File: src/rtl/bst_pkg.sv
// Package: shared constants, codes and controller/datapath interface types.
`default_nettype none
package bst_pkg;
    localparam int NUM_SLOTS  = 8;
    localparam int SLOT_W     = 3;
    localparam int PEND_DEPTH = 16;
    localparam int PEND_W     = 4;
    localparam int CNT_W      = 5;
    localparam int ID_W       = 31;
    localparam int OWNER_W    = 32;
    localparam int WORD_W     = 32;
    localparam int PAY_W      = 5 * WORD_W;
    localparam int PEND_RAM_W = ID_W + PAY_W;
    localparam int N_POS      = 4 * NUM_SLOTS;
    localparam int POS_W      = 5;
    localparam int KIND_W     = 2;

    localparam logic [KIND_W-1:0] KIND_DIED   = 2'd0;
    localparam logic [KIND_W-1:0] KIND_ALIVE  = 2'd1;
    localparam logic [KIND_W-1:0] KIND_REVIVE = 2'd2;
    localparam logic [KIND_W-1:0] KIND_DATA   = 2'd3;

    localparam logic [OWNER_W-1:0] NO_OWNER = '1;

    typedef struct packed {
        logic              in_acc;
        logic              die;
        logic              pend_rd;
        logic              assign_slot;
        logic              build;
        logic              emit_ev;
        logic              data_rd;
        logic              data_load;
        logic              clear;
        logic [PEND_W-1:0] k;
        logic [POS_W-1:0]  p;
    } t_cmd;

    typedef struct packed {
        logic [CNT_W-1:0] pend_cnt;
        logic             cur_set;
        logic             is_data;
        logic             out_free;
    } t_sts;
endpackage
`default_nettype wire

File: src/rtl/bst_ctrl.sv
// Controller: frame sequencing state machine.
`default_nettype none
module bst_ctrl (
    input  wire logic          i_clk,
    input  wire logic          i_rst_n,
    input  wire logic          i_valid,
    input  wire logic          i_frame_end,
    output logic               o_stall,
    input  wire bst_pkg::t_sts i_sts,
    output bst_pkg::t_cmd      o_cmd
);
    import bst_pkg::*;

    localparam logic [2:0] S_IDLE    = 3'd0;
    localparam logic [2:0] S_DIE     = 3'd1;
    localparam logic [2:0] S_AS_RD   = 3'd2;
    localparam logic [2:0] S_AS_WR   = 3'd3;
    localparam logic [2:0] S_BUILD   = 3'd4;
    localparam logic [2:0] S_EMIT    = 3'd5;
    localparam logic [2:0] S_EMIT_RD = 3'd6;
    localparam logic [2:0] S_CLEAR   = 3'd7;

    logic [2:0]       r_state, n_state;
    logic [CNT_W-1:0] r_k, n_k;
    logic [POS_W-1:0] r_p, n_p;
    logic             adv;

    assign o_stall = (r_state != S_IDLE);

    always_comb begin
        o_cmd   = '0;
        o_cmd.k = r_k[PEND_W-1:0];
        o_cmd.p = r_p;
        n_state = r_state;
        n_k     = r_k;
        n_p     = r_p;
        adv     = 1'b0;
        unique case (r_state)
            S_IDLE: begin
                o_cmd.in_acc = i_valid;
                if (i_valid && i_frame_end) begin
                    n_state = S_DIE;
                end
            end
            S_DIE: begin
                o_cmd.die = 1'b1;
                n_k       = '0;
                n_state   = S_AS_RD;
            end
            S_AS_RD: begin
                if (r_k == i_sts.pend_cnt) begin
                    n_state = S_BUILD;
                end else begin
                    o_cmd.pend_rd = 1'b1;
                    n_state       = S_AS_WR;
                end
            end
            S_AS_WR: begin
                o_cmd.assign_slot = 1'b1;
                n_k               = r_k + CNT_W'(1);
                n_state           = S_AS_RD;
            end
            S_BUILD: begin
                o_cmd.build = 1'b1;
                n_p         = '0;
                n_state     = S_EMIT;
            end
            S_EMIT: begin
                if (!i_sts.cur_set) begin
                    adv = 1'b1;
                end else if (i_sts.out_free) begin
                    if (i_sts.is_data) begin
                        o_cmd.data_rd = 1'b1;
                        n_state       = S_EMIT_RD;
                    end else begin
                        o_cmd.emit_ev = 1'b1;
                        adv           = 1'b1;
                    end
                end
            end
            S_EMIT_RD: begin
                o_cmd.data_load = 1'b1;
                adv             = 1'b1;
            end
            S_CLEAR: begin
                o_cmd.clear = 1'b1;
                n_state     = S_IDLE;
            end
            default: n_state = S_IDLE;
        endcase
        if (adv) begin
            if (r_p == POS_W'(N_POS - 1)) begin
                n_state = S_CLEAR;
            end else begin
                n_p     = r_p + POS_W'(1);
                n_state = S_EMIT;
            end
        end
    end

    always_ff @(posedge i_clk) begin
        if (!i_rst_n) begin
            r_state <= S_IDLE;
            r_k     <= '0;
            r_p     <= '0;
        end else begin
            r_state <= n_state;
            r_k     <= n_k;
            r_p     <= n_p;
        end
    end
endmodule
`default_nettype wire

File: config.mk
export PLATFORM = sky130hd
export DESIGN_NAME = bst_ctrl
export DESIGN_NICKNAME = d
export VERILOG_FILES = /design/src/rtl/bst_pkg.sv /design/src/rtl/bst_ctrl.sv
export SDC_FILE = /design/constraint.sdc
export NUM_CORES = 1
export LEC_CHECK = 0
export ABC_CLOCK_PERIOD_IN_PS = 2400
export CORE_MARGIN = 8
export CORE_UTILIZATION = 50
export DETAILED_ROUTE_END_ITERATION = 8
export DONT_BUFFER_PORTS = 1
export SLEW_MARGIN = 20
export SYNTH_ARGS = -nofsm -noshare
export SYNTH_HDL_FRONTEND = slang
export SYNTH_SLANG_ARGS = --single-unit
File: constraint.sdc
create_clock -name i_clk -period 2.4 [get_ports i_clk]
set_input_delay 0.48 -clock i_clk [delete_from_list [all_inputs] [get_ports i_clk]]
set_output_delay 0.48 -clock i_clk [all_outputs]
set_load 0.1 [all_outputs]
* Word-level counts from Yosys, hierarchy flattened
Cells that the tools add are included.
** Word-level totals
- Bits in registers :: 13
- Input bits :: 12
- Output and inout port bits :: 19
- Logic and storage cells :: 53
** Operators by class
- Add/sub/neg operators :: 2
- Equality and inequality tests :: 13
- Mux-type cells :: 28
- Reduce and logical (&&, ||, !) cells :: 7
** Operators by type and width (number)
- 3-bit 2-to-1 mux :: 6
- 3-bit one-hot mux with 6 select lines :: 1
- 5-bit 2-to-1 mux :: 3
- 3-bit equality test, second input constant :: 4
- 1-bit 2-to-1 mux :: 12
- 3-bit != test, second input constant :: 4
- 5-bit by 1-bit adder with 5-bit output, second input constant :: 2
- 5-bit one-hot mux with 2 select lines :: 1
- 2-bit 2-to-1 mux :: 4
- 7-bit nonzero test :: 1
- 3-bit by 2-bit equality test with 1-bit output, second input constant :: 2
- 5-bit equality test :: 1
- 5-bit equality test, second input constant :: 1
- 5-bit AND reduction :: 1
- 3-bit by 1-bit equality test with 1-bit output, second input constant :: 1
- 3-bit zero test :: 1
- 3-bit nonzero test :: 1
- 1-bit one-hot mux with 2 select lines :: 1
- 2-bit nonzero test :: 1
- 2-bit OR reduction :: 1
- 1-bit logical AND :: 1

* Depth between registers and ports, before layout
- Depth after elaboration :: 6
- Mapped depth :: 7
- Depth with buffers taken out :: 7

* Worst setup path after synthesis
Ideal clock, no wire load.
- Kind :: input -> output
- Start point :: input port i_sts[5] in the netlist's numbering
- End point :: output port o_cmd[15] in the netlist's numbering
- Arrival :: 3.596 ns
- Data required time :: 1.920 ns
- Setup slack :: -1.676 ns
- Stages :: 4
- Buffers on the path :: 0
- Cells stage by stage :: xnor2_1 nand3_1 nor2_1 nor4_1
** RTL lines
- start: declaration :: line bst_ctrl.sv:9 : input wire bst_pkg::t_sts i_sts,
- end: declaration :: line bst_ctrl.sv:10 : output bst_pkg::t_cmd o_cmd

==> results.ini <==
[critical_path]
critPathLaunchType = flip-flop
critical_path_class = flip-flop to primary output
critical_path.top_delay_family = flip-flops
cp.depth = 3
crit_chain = nand2b_1 > nor2_2 > buf_4
r2r_cells = 7
endpoint_kind = primary output
path_max_fanout = 13
arrival_ns = 1.65
cp_slowest_cell = dfxtp_1
cp.required_ns = 1.92
cp_slowest_stage_delay_ns = 0.66
critPathBufInv = 1

[pwr]
p_comb_share_pct = 23.5
seqPwrFrac_pct = 47.6
peakVddDrop_mv = 0.2143
switching_share_pct = 33.87
p_leak_nw = 0.4492
clock_power_share_pct = 28.8
internal_power_uw = 315.4
p_total_uw = 476.9
switching_power_uw = 161.5
power_density_nw_per_um2 = 427.8

[clock_tree]
clk_pin_slew_ns = 0.08
cts_tree = yes
cts_buffer_depth = 2
cts_setup_buffers = 0
insertion_delay_ns = 0.27
clock_sinks = 13
numCtsBuffers = 3
hold_buffers = 0
cts.repair.resized = 0
clockRootBuffer = clkbuf_4
htree_levels = 1

[synthesis]
synth-main-ff-cell = dfxtp_1
yosysWarnings = 0
avgSynthCellArea_sq_um = 8.035
ys_seq_area_share_pct = 29.71
synthArstFlopShare_pct = 0
synth_cell_types = 33
synth_nets = 124
syn_inst = 109
synth_area_sq_um = 875.8
ys_ff_latch = 13
synth_edf_count = 0

[routing]
wl_per_cell_microns = 15.32
viasPerCell = 5.874
vias = 840
dr.pass1.iters = 4
totalWireLength_microns = 2191
drc_errors = 0
drt_iter0_markers = 16
wl_met2_microns = 1023
route.met3.wl_microns = 223
dr.max_layer_used = met4
postRouteAntennaNets = 0
met1_length_microns = 929

[floorplan]
io_pins = 31
num_rows = 15
chipWidth_microns = 57.86
initial_core_util_pct = 51.85
die_h_microns = 57.86
dieArea_sq_um = 3347
fp.coreArea_sq_um = 1689

[global_routing]
antenna_found_initial = 0
grt_pass1_wl_microns = 3622
overflow = 0
grt_max_degree = 14
grt_usage_pct = 13.43
grt_pass1_vias = 791

[placement]
placed_area_sq_um = 1089
io_buffers = 0
place_hpwl_microns = 1780
place.gp.congestion = 0.7767

[layout]
fillers = 137
syn_to_final_growth_pct = 27.29
regArea_sq_um = 260.3
multiInputGateArea_sq_um = 573.1
final_core_util_pct = 66.00
design_area_sq_um = 1115
drive_above_1_share_pct = 29.37
fin_nets = 142
diodes = 0

[timing]
setup_viol = 0
final_max_slew_viol_count = 0
worst_pin_slew_ns = 0.5575
final.period_utilization_pct = 88.78
whs_ns = 0.3209
rsz0062_at_grt = false
skew_ns = 0.002562
period_needed_ns = 2.131
max_clock_freq_mhz = 469.3
hold_viol = 0
slew_headroom_pct = 61.87
final.setup.tns_ns = 0

[outcome]
status = finished clean

[worst_hold_path]
min_delay_path_depth = 1
hp-class = input port to flip-flop

[flow_run]
drv_cap = 0

==> power by group through the flow <==
stage	Sequential, mW	Clock [mW]	Combinational (mW)
after floorplan	0.226	0	0.0945
after global placement	0.232	0	0.112
after detailed placement	0.233	0	0.112
after CTS	0.227	0.141	0.113
after global routing	0.229	0.152	0.118
final	0.227	0.137	0.112
==> Yosys cell counts, types with 4 or more instances <==
| cell type | count | area share [%] |
|---|---|---|
| a21oi_1 | 5 | 2.9 |
| buf_4 | 5 | 4.3 |
| dfxtp_1 | 13 | 30 |
| inv_1 | 9 | 3.9 |
| nand2_1 | 9 | 3.9 |
| nand3_1 | 7 | 4.0 |
| nand4_1 | 4 | 2.9 |
| nor2_1 | 12 | 5.1 |
| xnor2_1 | 5 | 5.0 |
==> state kept, by name (all words and copies together), names as in the netlist <==
name / flops
r_k: 5
r_p: 5
r_state: 3
==> worst paths after layout <==
check,startpoint,to,slack (ns)
worst max-delay path,r_state[0],o_cmd[14],0.27
worst min-delay path,i_rst_n,r_k[0],0.32
worst max register to register,r_p[0],r_p[3],0.44
worst min register to register,r_k[4],r_k[4],0.54
==> cells by family (layout without fill, tap and decap cells) <==
kind of cell | after synthesis | count (layout) | share of synthesized area, %
and+or+nand+nor | 47 | 47 | 27.00
AOI/OAI and AO/OA | 20 | 20 | 18.43
buffers and inverters | 16 | 33 | 9.286
DFF | 13 | 13 | 29.71
xor gates and xnor gates | 8 | 8 | 8.858
adders and majority gates | 3 | 3 | 4.286
muxes | 2 | 2 | 2.429
==> layout make-up <==
type,count,area share [%]
repair buffers,20,17.96
multi-input cells,80,51.40
well taps,17,1.908
inverters,9,3.030
clock buffers,4,2.357
flip-flops and latches,13,23.34
==> metal layers <==
metal | GRT usage [%] | up-vias
met3 | 5.298 | 2
met5 | 0 | -
li1 | - | 426
met4 | 4.895 | 0
met2 | 21.02 | 23
met1 | 16.14 | 389
==> cells in the final DEF, fill, tap and decap left out, types with 2 or more instances in the layout <==
| cell type | Yosys | layout |
|---|---|---|
| o21ai_0 | 3 | 3 |
| o221a_2 | 2 | 2 |
| and3_1 | 2 | 2 |
| o211ai_1 | 2 | 2 |
| nor2_1 | 12 | 5 |
| xnor2_1 | 5 | 5 |
| xor2_1 | 2 | 2 |
| a2111oi_0 | 3 | 3 |
| dfxtp_1 | 13 | 13 |
| ha_1 | 3 | 3 |
| nand4_1 | 4 | 4 |
| inv_1 | 9 | 9 |
| buf_4 | 5 | 16 |
| a21oi_1 | 5 | 5 |
| buf_12 | 0 | 4 |
| nor2_2 | 0 | 6 |
| nor2b_1 | 3 | 3 |
| clkbuf_4 | 0 | 3 |
| nand2_1 | 9 | 9 |
| nand3b_1 | 3 | 3 |
| nand3_1 | 7 | 7 |
==> metrics by stage <==
stage	std cells	setup WS (ns)
floorplan	109	-0.3014
global placement	139	0.5460
detailed placement	139	0.4668
CTS	143	0.2580
global route	143	0.1296
finish	143	0.2693
Note: power is estimated with default switching activity, not from simulation.
