### config.mk
export PLATFORM = sky130hd
export DESIGN_NAME = bst_dp
export DESIGN_NICKNAME = d
export VERILOG_FILES = /design/src/rtl/bst_pkg.sv /design/src/rtl/bst_ram.sv /design/src/rtl/bst_dp.sv
export SDC_FILE = /design/constraint.sdc
export NUM_CORES = 2
export LEC_CHECK = 0
export BUFFER_PORTS_ARGS = -buffer_cell sky130_fd_sc_hd__buf_4
export CORE_ASPECT_RATIO = 1.75
export CORE_UTILIZATION = 35
export CTS_CLUSTER_DIAMETER = 60
export CTS_CLUSTER_SIZE = 14
export DETAILED_ROUTE_END_ITERATION = 10
export PLACE_DENSITY = 0.56
export SYNTH_ARGS = -nofsm -noshare
export SYNTH_HDL_FRONTEND = slang
export SYNTH_HIERARCHICAL = 1
export SYNTH_MEMORY_MAX_BITS = 65536
export SYNTH_SLANG_ARGS = --single-unit
### constraint.sdc
create_clock -name i_clk -period 21 [get_ports i_clk]
set_clock_uncertainty 0.15 [all_clocks]
set_input_delay 6.3 -clock i_clk [delete_from_list [all_inputs] [get_ports i_clk]]
set_output_delay 6.3 -clock i_clk [all_outputs]
set_load 0.005 [all_outputs]
### src/rtl/bst_pkg.sv
// Package: shared constants, codes and controller/datapath interface types.
`default_nettype none
package bst_pkg;
    localparam int NUM_SLOTS  = 8;
    localparam int SLOT_W     = 3;
    localparam int PEND_DEPTH = 16;
    localparam int PEND_W     = 4;
    localparam int CNT_W      = 5;
    localparam int ID_W       = 31;
    localparam int OWNER_W    = 32;
    localparam int WORD_W     = 32;
    localparam int PAY_W      = 5 * WORD_W;
    localparam int PEND_RAM_W = ID_W + PAY_W;
    localparam int N_POS      = 4 * NUM_SLOTS;
    localparam int POS_W      = 5;
    localparam int KIND_W     = 2;

    localparam logic [KIND_W-1:0] KIND_DIED   = 2'd0;
    localparam logic [KIND_W-1:0] KIND_ALIVE  = 2'd1;
    localparam logic [KIND_W-1:0] KIND_REVIVE = 2'd2;
    localparam logic [KIND_W-1:0] KIND_DATA   = 2'd3;

    localparam logic [OWNER_W-1:0] NO_OWNER = '1;

    typedef struct packed {
        logic              in_acc;
        logic              die;
        logic              pend_rd;
        logic              assign_slot;
        logic              build;
        logic              emit_ev;
        logic              data_rd;
        logic              data_load;
        logic              clear;
        logic [PEND_W-1:0] k;
        logic [POS_W-1:0]  p;
    } t_cmd;

    typedef struct packed {
        logic [CNT_W-1:0] pend_cnt;
        logic             cur_set;
        logic             is_data;
        logic             out_free;
    } t_sts;
endpackage
`default_nettype wire

### src/rtl/bst_ram.sv
// Generic single-write, single-read RAM with registered read data.
`default_nettype none
module bst_ram #(
    parameter int WIDTH = 32,
    parameter int DEPTH = 16
) (
    input  wire logic                     i_clk,
    input  wire logic                     i_we,
    input  wire logic [$clog2(DEPTH)-1:0] i_waddr,
    input  wire logic [WIDTH-1:0]         i_wdata,
    input  wire logic [$clog2(DEPTH)-1:0] i_raddr,
    output logic      [WIDTH-1:0]         o_rdata
);
    logic [WIDTH-1:0] r_mem [DEPTH];

    always_ff @(posedge i_clk) begin
        if (i_we) begin
            r_mem[i_waddr] <= i_wdata;
        end
        o_rdata <= r_mem[i_raddr];
    end
endmodule
`default_nettype wire

### src/rtl/bst_dp.sv
// Datapath: slot table, pending buffer, event flags and output register.
`default_nettype none
module bst_dp (
    input  wire logic                       i_clk,
    input  wire logic                       i_rst_n,
    input  wire bst_pkg::t_cmd              i_cmd,
    output bst_pkg::t_sts                   o_sts,
    input  wire logic                       i_has_blob,
    input  wire logic [bst_pkg::ID_W-1:0]   i_blob_id,
    input  wire logic [bst_pkg::PAY_W-1:0]  i_pay,
    input  wire logic                       i_out_stall,
    output logic                            o_valid,
    output logic [bst_pkg::KIND_W-1:0]      o_kind,
    output logic [bst_pkg::SLOT_W-1:0]      o_slot,
    output logic [bst_pkg::ID_W-1:0]        o_out_id,
    output logic [bst_pkg::PAY_W-1:0]       o_pay,
    output logic                            o_last_of_run
);
    import bst_pkg::*;

    logic [OWNER_W-1:0] r_owner   [NUM_SLOTS];
    logic [NUM_SLOTS-1:0] r_matched, r_active;
    logic [NUM_SLOTS-1:0] r_died, r_alive, r_revive;
    logic [CNT_W-1:0]   r_cnt;
    logic [N_POS-1:0]   r_emit;

    logic               hit_any, free_any;
    logic [SLOT_W-1:0]  hit_idx, free_idx;
    logic               blob_in;

    logic               s_we;
    logic [SLOT_W-1:0]  s_waddr, s_raddr;
    logic [PAY_W-1:0]   s_wdata, s_rdata;
    logic               p_we;
    logic [PEND_RAM_W-1:0] p_rdata;

    logic [KIND_W-1:0]  cur_kind;
    logic [SLOT_W-1:0]  cur_slot;
    logic               cur_last;
    logic               out_acc;

    assign blob_in = i_cmd.in_acc && i_has_blob;

    // lowest slot owned by the incoming id, lowest unmatched slot
    always_comb begin
        hit_any  = 1'b0;
        hit_idx  = '0;
        free_any = 1'b0;
        free_idx = '0;
        for (int i = NUM_SLOTS - 1; i >= 0; i--) begin
            if (r_owner[i] == {1'b0, i_blob_id}) begin
                hit_any = 1'b1;
                hit_idx = SLOT_W'(i);
            end
            if (!r_matched[i]) begin
                free_any = 1'b1;
                free_idx = SLOT_W'(i);
            end
        end
    end

    assign cur_kind = i_cmd.p[POS_W-1:SLOT_W];
    assign cur_slot = SLOT_W'(NUM_SLOTS - 1) - i_cmd.p[SLOT_W-1:0];
    assign cur_last = (r_emit & ~((N_POS'(2) << i_cmd.p) - N_POS'(1))) == '0;
    assign out_acc  = o_valid && !i_out_stall;

    assign o_sts.pend_cnt = r_cnt;
    assign o_sts.cur_set  = r_emit[i_cmd.p];
    assign o_sts.is_data  = (cur_kind == KIND_DATA);
    assign o_sts.out_free = !o_valid || out_acc;

    assign s_we    = (blob_in && hit_any) || (i_cmd.assign_slot && free_any);
    assign s_waddr = i_cmd.assign_slot ? free_idx : hit_idx;
    assign s_wdata = i_cmd.assign_slot ? p_rdata[PAY_W-1:0] : i_pay;
    assign s_raddr = cur_slot;
    assign p_we    = blob_in && !hit_any && (r_cnt < CNT_W'(PEND_DEPTH));

    bst_ram #(.WIDTH(PAY_W), .DEPTH(NUM_SLOTS)) u_slot_ram (
        .i_clk   (i_clk),
        .i_we    (s_we),
        .i_waddr (s_waddr),
        .i_wdata (s_wdata),
        .i_raddr (s_raddr),
        .o_rdata (s_rdata)
    );

    bst_ram #(.WIDTH(PEND_RAM_W), .DEPTH(PEND_DEPTH)) u_pend_ram (
        .i_clk   (i_clk),
        .i_we    (p_we),
        .i_waddr (r_cnt[PEND_W-1:0]),
        .i_wdata ({i_blob_id, i_pay}),
        .i_raddr (i_cmd.k),
        .o_rdata (p_rdata)
    );

    always_ff @(posedge i_clk) begin
        if (!i_rst_n) begin
            for (int i = 0; i < NUM_SLOTS; i++) begin
                r_owner[i] <= NO_OWNER;
            end
            r_matched <= '0;
            r_active  <= '0;
            r_died    <= '0;
            r_alive   <= '0;
            r_revive  <= '0;
            r_cnt     <= '0;
            r_emit    <= '0;
            o_valid   <= 1'b0;
        end else begin
            if (blob_in && hit_any) begin
                if (!r_active[hit_idx]) begin
                    r_revive[hit_idx] <= 1'b1;
                end
                r_matched[hit_idx] <= 1'b1;
                r_active[hit_idx]  <= 1'b1;
            end
            if (p_we) begin
                r_cnt <= r_cnt + CNT_W'(1);
            end
            if (i_cmd.die) begin
                r_died   <= r_died | (r_active & ~r_matched);
                r_active <= r_active & r_matched;
            end
            if (i_cmd.assign_slot && free_any) begin
                r_matched[free_idx] <= 1'b1;
                r_active[free_idx]  <= 1'b1;
                r_alive[free_idx]   <= 1'b1;
                r_owner[free_idx]   <= {1'b0, p_rdata[PEND_RAM_W-1:PAY_W]};
            end
            if (i_cmd.build) begin
                for (int i = 0; i < NUM_SLOTS; i++) begin
                    r_emit[NUM_SLOTS - 1 - i]         <= r_died[i];
                    r_emit[2 * NUM_SLOTS - 1 - i]     <= r_alive[i];
                    r_emit[3 * NUM_SLOTS - 1 - i]     <= r_revive[i];
                    r_emit[4 * NUM_SLOTS - 1 - i]     <= r_matched[i];
                end
            end
            if (i_cmd.clear) begin
                r_matched <= '0;
                r_died    <= '0;
                r_alive   <= '0;
                r_revive  <= '0;
                r_cnt     <= '0;
            end
            if (i_cmd.emit_ev || i_cmd.data_load) begin
                o_valid <= 1'b1;
            end else if (out_acc) begin
                o_valid <= 1'b0;
            end
        end
    end

    always_ff @(posedge i_clk) begin
        if (i_cmd.emit_ev) begin
            o_kind        <= cur_kind;
            o_slot        <= cur_slot;
            o_out_id      <= '0;
            o_pay         <= '0;
            o_last_of_run <= cur_last;
        end else if (i_cmd.data_load) begin
            o_kind        <= KIND_DATA;
            o_slot        <= cur_slot;
            o_out_id      <= r_owner[cur_slot][ID_W-1:0];
            o_pay         <= s_rdata;
            o_last_of_run <= cur_last;
        end
    end
endmodule
`default_nettype wire

== After elaboration in Yosys (flattened, before gate mapping) ==
Memory sizes are Yosys's and may differ from the RTL's. A register that Yosys moved wholly into a read port is not among the register bits.
Cells that the tools add are included.

* Shift operators: 1
* Add/subtract/negate cells: 3
* Bitwise gates (word level): 14
* Div/mod/pow operators: 0
* Magnitude comparators: 6
* Mux-type cells: 68
* Equal/unequal tests: 9
* Reduce and logical (&&, ||, !) cells: 20
* $mul: 0

{| class="wikitable"
|+ Operators with widths
! operator !! count
|-
| $eq A32 B31 Y1 || 8
|-
| $mux W160 || 1
|-
| $mux W3 || 20
|-
| $mux W8 || 7
|-
| $or A8 B8 Y8 || 7
|-
| $mux W1 || 33
|-
| $and A32 B32 Y32 || 1
|-
| $logic_not A32 Y1 || 1
|-
| $mux W32 || 1
|-
| $not A32 Y32 || 1
|-
| $reduce_or A32 Y1 || 1
|-
| $shl A2 B5 Y32 const A || 1
|-
| $sub A32 B1 Y32 const B || 1
|-
| $and A8 B8 Y8 || 2
|-
| $logic_and A1 B1 Y1 || 8
|-
| $lt A3 B4 Y1 const B || 2
|-
| $not A8 Y8 || 1
|-
| $demux W1 S3 || 2
|-
| $ge A3 B1 Y1 const B || 2
|-
| $lt A5 B6 Y1 const B || 1
|-
| $add A5 B1 Y5 const B || 1
|-
| $bmux W1 S5 || 1
|-
| $lt A5 B5 Y1 const B || 1
|-
| $mux W2 || 2
|-
| 9 further kinds || 15
|}

* Bits of input ports: 213
* Latch bits: 0
* Logic and storage cells: 136
* Memories: 3
* ROM bits: 0
* Output and inout bits: 206
* Register bits after elaboration: 244
* Bits in writable memories: 4592

{| class="wikitable"
|+ Memories
! memory !! words !! bits a word !! rd ports !! clocked after Yosys merged registers in !! wr ports !! line !! source
|-
| u_pend_ram.r_mem || 16 || 191 || 1 || 1 || 1 || bst_ram.sv:14 || <nowiki>logic [WIDTH-1:0] r_mem [DEPTH];</nowiki>
|-
| u_slot_ram.r_mem || 8 || 160 || 1 || 1 || 1 || bst_ram.sv:14 ||
|-
| r_owner || 8 || 32 || 9 || 1 || 8 || bst_dp.sv:21 || <nowiki>logic [OWNER_W-1:0] r_owner [NUM_SLOTS];</nowiki>
|}

== Logic depth before layout (Yosys ltp) ==
* Word-level depth: 19
* Depth in mapped cells: 14
* Mapped depth without buffers: 11

== Modules after synthesis ==
The synthesis kept the hierarchy.

{| class="wikitable"
|+ By module, submodules not included
! module !! area an instance (µm²) !! sequential area each (µm²) !! instances !! cells each
|-
| bst_ram (u_pend_ram) || 118536.2 || 95591.7 || 1 || 4983
|-
| bst_ram (u_slot_ram) || 52327.7 || 41639.9 || 1 || 2023
|-
| bst_dp || 26666.8 || 13172.6 || 1 || 2457
|}

== Worst setup path before layout ==
No wires, ideal clock.

* Kind: input port to flip-flop
* From: input port i_blob_id[26] in the netlist's numbering
* To: memory u_pend_ram/r_mem[0][0] in the netlist's numbering, enable pin
* Cell stages on the path: 10
* Slack: -1.350 ns
* Arrival: 21.224 ns
* Data required time: 19.874 ns
* Library setup time: 0.976 ns
* Buffers on the path: 1
* Cells stage by stage: buf_4 -> xnor2_1 -> nand4_1 -> nor2_1 -> and4_1 -> nor4_4 -> or4b_4 -> inv_4 -> or3b_2 -> nor3_1

* Longest elaborated chain between the ends: 14
* Elaborated cells on any way between the ends: 21
* Classes of those cells: eq/ne: 8; mux: 10; reduce/logical: 3

{| class="wikitable"
|+ RTL lines
! element !! line !! source
|-
| start, declared || bst_dp.sv:9 || <nowiki>input wire logic [bst_pkg::ID_W-1:0] i_blob_id,</nowiki>
|-
| $eq A32 B31 Y1 || bst_dp.sv:51 || <nowiki>if (r_owner[i] == {1'b0, i_blob_id}) begin</nowiki>
|-
| $mux W1 (7 in a row) || bst_dp.sv:51 ||
|-
| $mux W1 * || bst_dp.sv:51 ||
|-
| $logic_not A1 Y1 * || bst_dp.sv:76 || <nowiki>assign p_we = blob_in && !hit_any && (r_cnt < CNT_W'(PEND_DEPTH));</nowiki>
|-
| $logic_and A1 B1 Y1 * (2 in a row) || bst_dp.sv:76 ||
|-
| net p_we || bst_dp.sv:34 || <nowiki>logic p_we;</nowiki>
|-
| $mux W1 * || bst_ram.sv:17 || <nowiki>if (i_we) begin</nowiki>
|-
| $mux W1 (not written as such) * || bst_ram.sv:18 || <nowiki>r_mem[i_waddr] <= i_wdata;</nowiki>
|-
| end, declared || bst_ram.sv:14 ||
|}

The timed path passes the listed nets; every way through them passes the cells marked *.

==> metrics.md <==
| Metric | Value |
|---|---|
| Setup crit end kind | `output port` |
| Clk buf depth | `4` |
| Die height | `995.8 um` |
| Reg2reg path depth | `13` |
| Complex-gate fraction of the synthesized area | `2.099%` |
| Number of synthesized register bits | `5,218` |
| Die area | `567,500 sq um` |
| Final ANT Viol Nets | `0` |
| TritonRoute pass-1 iters | `6` |
| Simple-Gate Fraction of Synth Area | `2.467%` |
| RePlAce Congestion | `0.8607` |
| Final Max Tran Viols | `0` |
| Asr flop ratio synth | `0%` |
| Vias | `94,351` |
| Area taken by multi-input logic gates | `44,180 sq um` |
| Syn avg cell area | `20.87 sq um` |
| Xor-xnor portion of the synthesized cell area | `1.091%` |
| Min Tclk post-route | `15.38 ns` |
| Post-CTS sizing | `0` |
| First-pass GRT wire length | `742,600 um` |
| Post-route cell area | `221,500 sq um` |
| Internal power | `0.01575 W` |
| Clock sink total | `5,218` |
| Critical path class | `input port to output port` |
| Sw Share | `22.29%` |
| Ys flop type | `edfxtp_1` |
| Synth top area cells | `edfxtp_1, mux4_2, dfxtp_1` |
| CP arrival | `8.93 ns` |
| Fin. Hold Viols | `0` |
| Pwr Total | `0.02027 W` |
| Sequential area share after synthesis | `76.14%` |
| IO Pins | `419` |
| Max_cap viols | `0` |
| Fraction of layout cells with a size suffix above 1 | `23.48%` |
| CP Capture Point | `o_sts[2]` |
| Flip-flop and latch area | `150,400 sq um` |
| Antenna violations before repair | `120` |
| Final WS setup | `5.618 ns` |
| H-Tree Depth | `5` |
| Main combinational cell family by area after synthesis | `multiplexers` |
| Relative slew slack | `17.57%` |
| Seq pwr share | `57.3%` |
| Vias per inst | `5.305` |
| RSZ-0062 raised after global routing | `false` |
| Chip width | `569.9 um` |
| Critical Path RT | `14.55 ns` |
| Leakage power | `71.19 nW` |
| Met2 Track Usage GR | `31.10%` |
| Met3 GRT Util | `3.448%` |
| Cell taking the most area after synthesis | `edfxtp_1` |
| Remaining Overflow, GRT | `0` |
| Flop2flop setup slack | `13.87 ns` |
| Most used routing layer | `met2` |
| Area post-placement | `209,000 sq um` |
| CTS buffer count | `416` |
| Pre-CTS WS | `5.541 ns` |
| Final std cells w/o fill | `17,784` |
| Yosys warns | `6` |
| Initial Util | `35.18%` |
| Switch Pwr | `0.004519 W` |
| Pwr dens | `91.54 nW/um^2` |
| Post-synth EDFFs | `4,590` |
| Reg clk slew, reported paths | `0.07 ns` |
| Synth Area in Adders | `0.01267%` |
| Worst Path Max Fanout | `65` |
| Post-synthesis cell type count | `69` |
| HP Class | `flop to flop` |
| Final-stage net count | `10,126` |
| All-layer global routing usage | `18.29%` |
| Endpoints failing setup | `0` |
| Hold-fix buffers, CTS | `0` |
| Detailed placement HPWL | `306,800 um` |
| DRC | `0` |
| # port buffers | `416` |
| Initial drt markers | `8,441` |
| Status | `finished, final reports clean` |
| CTS tree | `built` |
| Site Rows | `364` |
| Dpl cells | `16,996` |
| Period utilization | `73.25%` |
| Top cells by count, synth | `edfxtp_1, mux4_2, dfxtp_1` |
| FF-to-FF End | `u_slot_ram/r_mem[1][123]$_DFFE_PP_` |
| VDD IR-drop max | `0.00006589 V` |
| Reg-to-Reg Start | `r_owner[3][8]$_DFFE_PP_` |
| Yosys top cell area share | `69.78%` |
| Multiplexer share of the synthesized area | `16.56%` |
| Worst-Skew Late Latency | `1.02 ns` |
| Root buf cell | `clkbuf_16` |
| Startpoint types | `input port` |
| M1 GR Usage | `23.84%` |
| Logic pwr share | `5.9%` |
| Largest net degree at the start of global routing | `126` |
| Cells after Synth | `9,463` |
| Core Footprint | `561,600 sq um` |
| Layout fillers | `49,754` |
| Final WL | `531,300 um` |
| Top-count cell post-synth | `edfxtp_1` |
| Vias in the first global route | `98,009` |
| Postcts setup bufs | `0` |
| Mapped Nets | `9,678` |
| Crit path from | `i_cmd[1]` |
| Fmax | `65.01 MHz` |
| Worst Tran Pin Value | `1.236 ns` |
| Part of the power in the clock network | `36.8%` |
| TNS Setup | `0 ns` |
| Mapped cell area | `197,500 sq um` |
| Syn-to-layout area delta | `12.11%` |
| WL/cell | `29.87 um` |
-- metal layers --
metal  part of all wire (%)  wire length [um]
met5                   0.11               585
met4                    2.8             14910
met3                    6.6             34940
met2                     50            264000
met1                     41            216800
-- sequential cells by signal, summed over array words and instances (netlist names) --
signal,count
u_slot_ram/o_rdata,160
o_last_of_run,1
o_pay,160
u_pend_ram/o_rdata,191
u_pend_ram/r_mem,3056
o_kind,2
o_valid,1
r_matched,8
r_died,8
o_slot,3
r_active,8
u_slot_ram/r_mem,1280
r_revive,8
r_emit,32
o_out_id,31
r_owner,256
r_alive,8
r_cnt,5
-- cells in the final DEF, fill, tap and decap left out, types with 6 or more instances in the layout --
master / n
nand2b_1: 30
buf_12: 25
diode_2: 35
inv_2: 8
inv_16: 7
mux2_2: 410
nor2_4: 19
nor2b_4: 6
a22oi_1: 331
nand2_1: 264
edfxtp_1: 4590
o21ai_0: 56
a21oi_1: 28
nand3_1: 18
nand4_1: 40
nor4_1: 44
inv_1: 27
mux4_2: 872
clkbuf_16: 416
a221oi_1: 21
o22a_1: 7
a31oi_1: 14
xnor2_1: 104
o211ai_1: 8
clkinv_16: 17
dfxtp_1: 628
nor3_1: 12
o221ai_1: 32
xor2_1: 142
nor2_1: 497
buf_4: 566
mux2i_1: 225
nor2b_1: 99
clkbuf_1: 296
a311oi_1: 31
mux4_1: 236
-- power groups by stage --
stage               registers [W]  clock network (W)  logic [W]
finish                     0.0116            0.00746    0.00119
global route               0.0116            0.00800    0.00127
CTS                        0.0116            0.00766    0.00120
detailed placement         0.0119                  0    0.00120
global placement           0.0118                  0    0.00117
floorplan                  0.0118                  0   0.000704
-- worst min path at each step --
stage,from,to,cells past startpoint
after floorplan,r_owner[0][31]$_SDFFE_PP0N_,r_owner[0][31]$_SDFFE_PP0N_,2
after global placement,u_slot_ram/o_rdata[140]$_DFF_P_,o_pay[140]$_SDFFE_PP0P_,2
after detailed placement,r_alive[1]$_SDFFE_PP0P_,r_alive[1]$_SDFFE_PP0P_,2
after CTS,r_alive[1]$_SDFFE_PP0P_,r_alive[1]$_SDFFE_PP0P_,2
after global routing,r_revive[6]$_SDFFE_PP0P_,r_revive[6]$_SDFFE_PP0P_,2
final,r_alive[1]$_SDFFE_PP0P_,r_alive[1]$_SDFFE_PP0P_,2
-- area by class of cell --
class / instances / share of cell area [%]
flip-flops and latches: 5218 / 67.92
multi-input cells: 3639 / 19.95
clock buffers: 716 / 5.223
well taps: 7503 / 4.239
repair buffers: 597 / 2.185
clock inverters: 37 / 0.3684
inverters: 39 / 0.07740
diodes: 35 / 0.03955
-- worst max-delay path, cell delays in order --
cell and delay (ns):
buf_4 0.27, buf_4 0.91, mux4_2 0.47, mux4_2 0.49, mux2_2 0.33, buf_4 0.15
-- through the flow --
stage / util (%) / hold slack (ns)
2_1_floorplan: - / 0.2726
3_3_place_gp: 37.21 / 0.3014
3_5_place_dp: 37.21 / 0.2968
4_1_cts: 39.42 / 0.3058
5_1_grt: 39.42 / 0.3307
6_report: 39.44 / 0.3072
-- kinds of logic (layout without fill, tap and decap cells) --
kind of cell               count (synthesis)  count (layout)
AOI/OAI and AO/OA                        566             566
and+or+nand+nor                         1082            1082
DFF                                     5218            5218
muxes                                   1743            1743
other                                      0              35
buffers and inverters                    606            1389
xor gates and xnor gates                 246             246
adders and majority gates                  2               2
No activity file was read; power rests on OpenSTA's default activity.
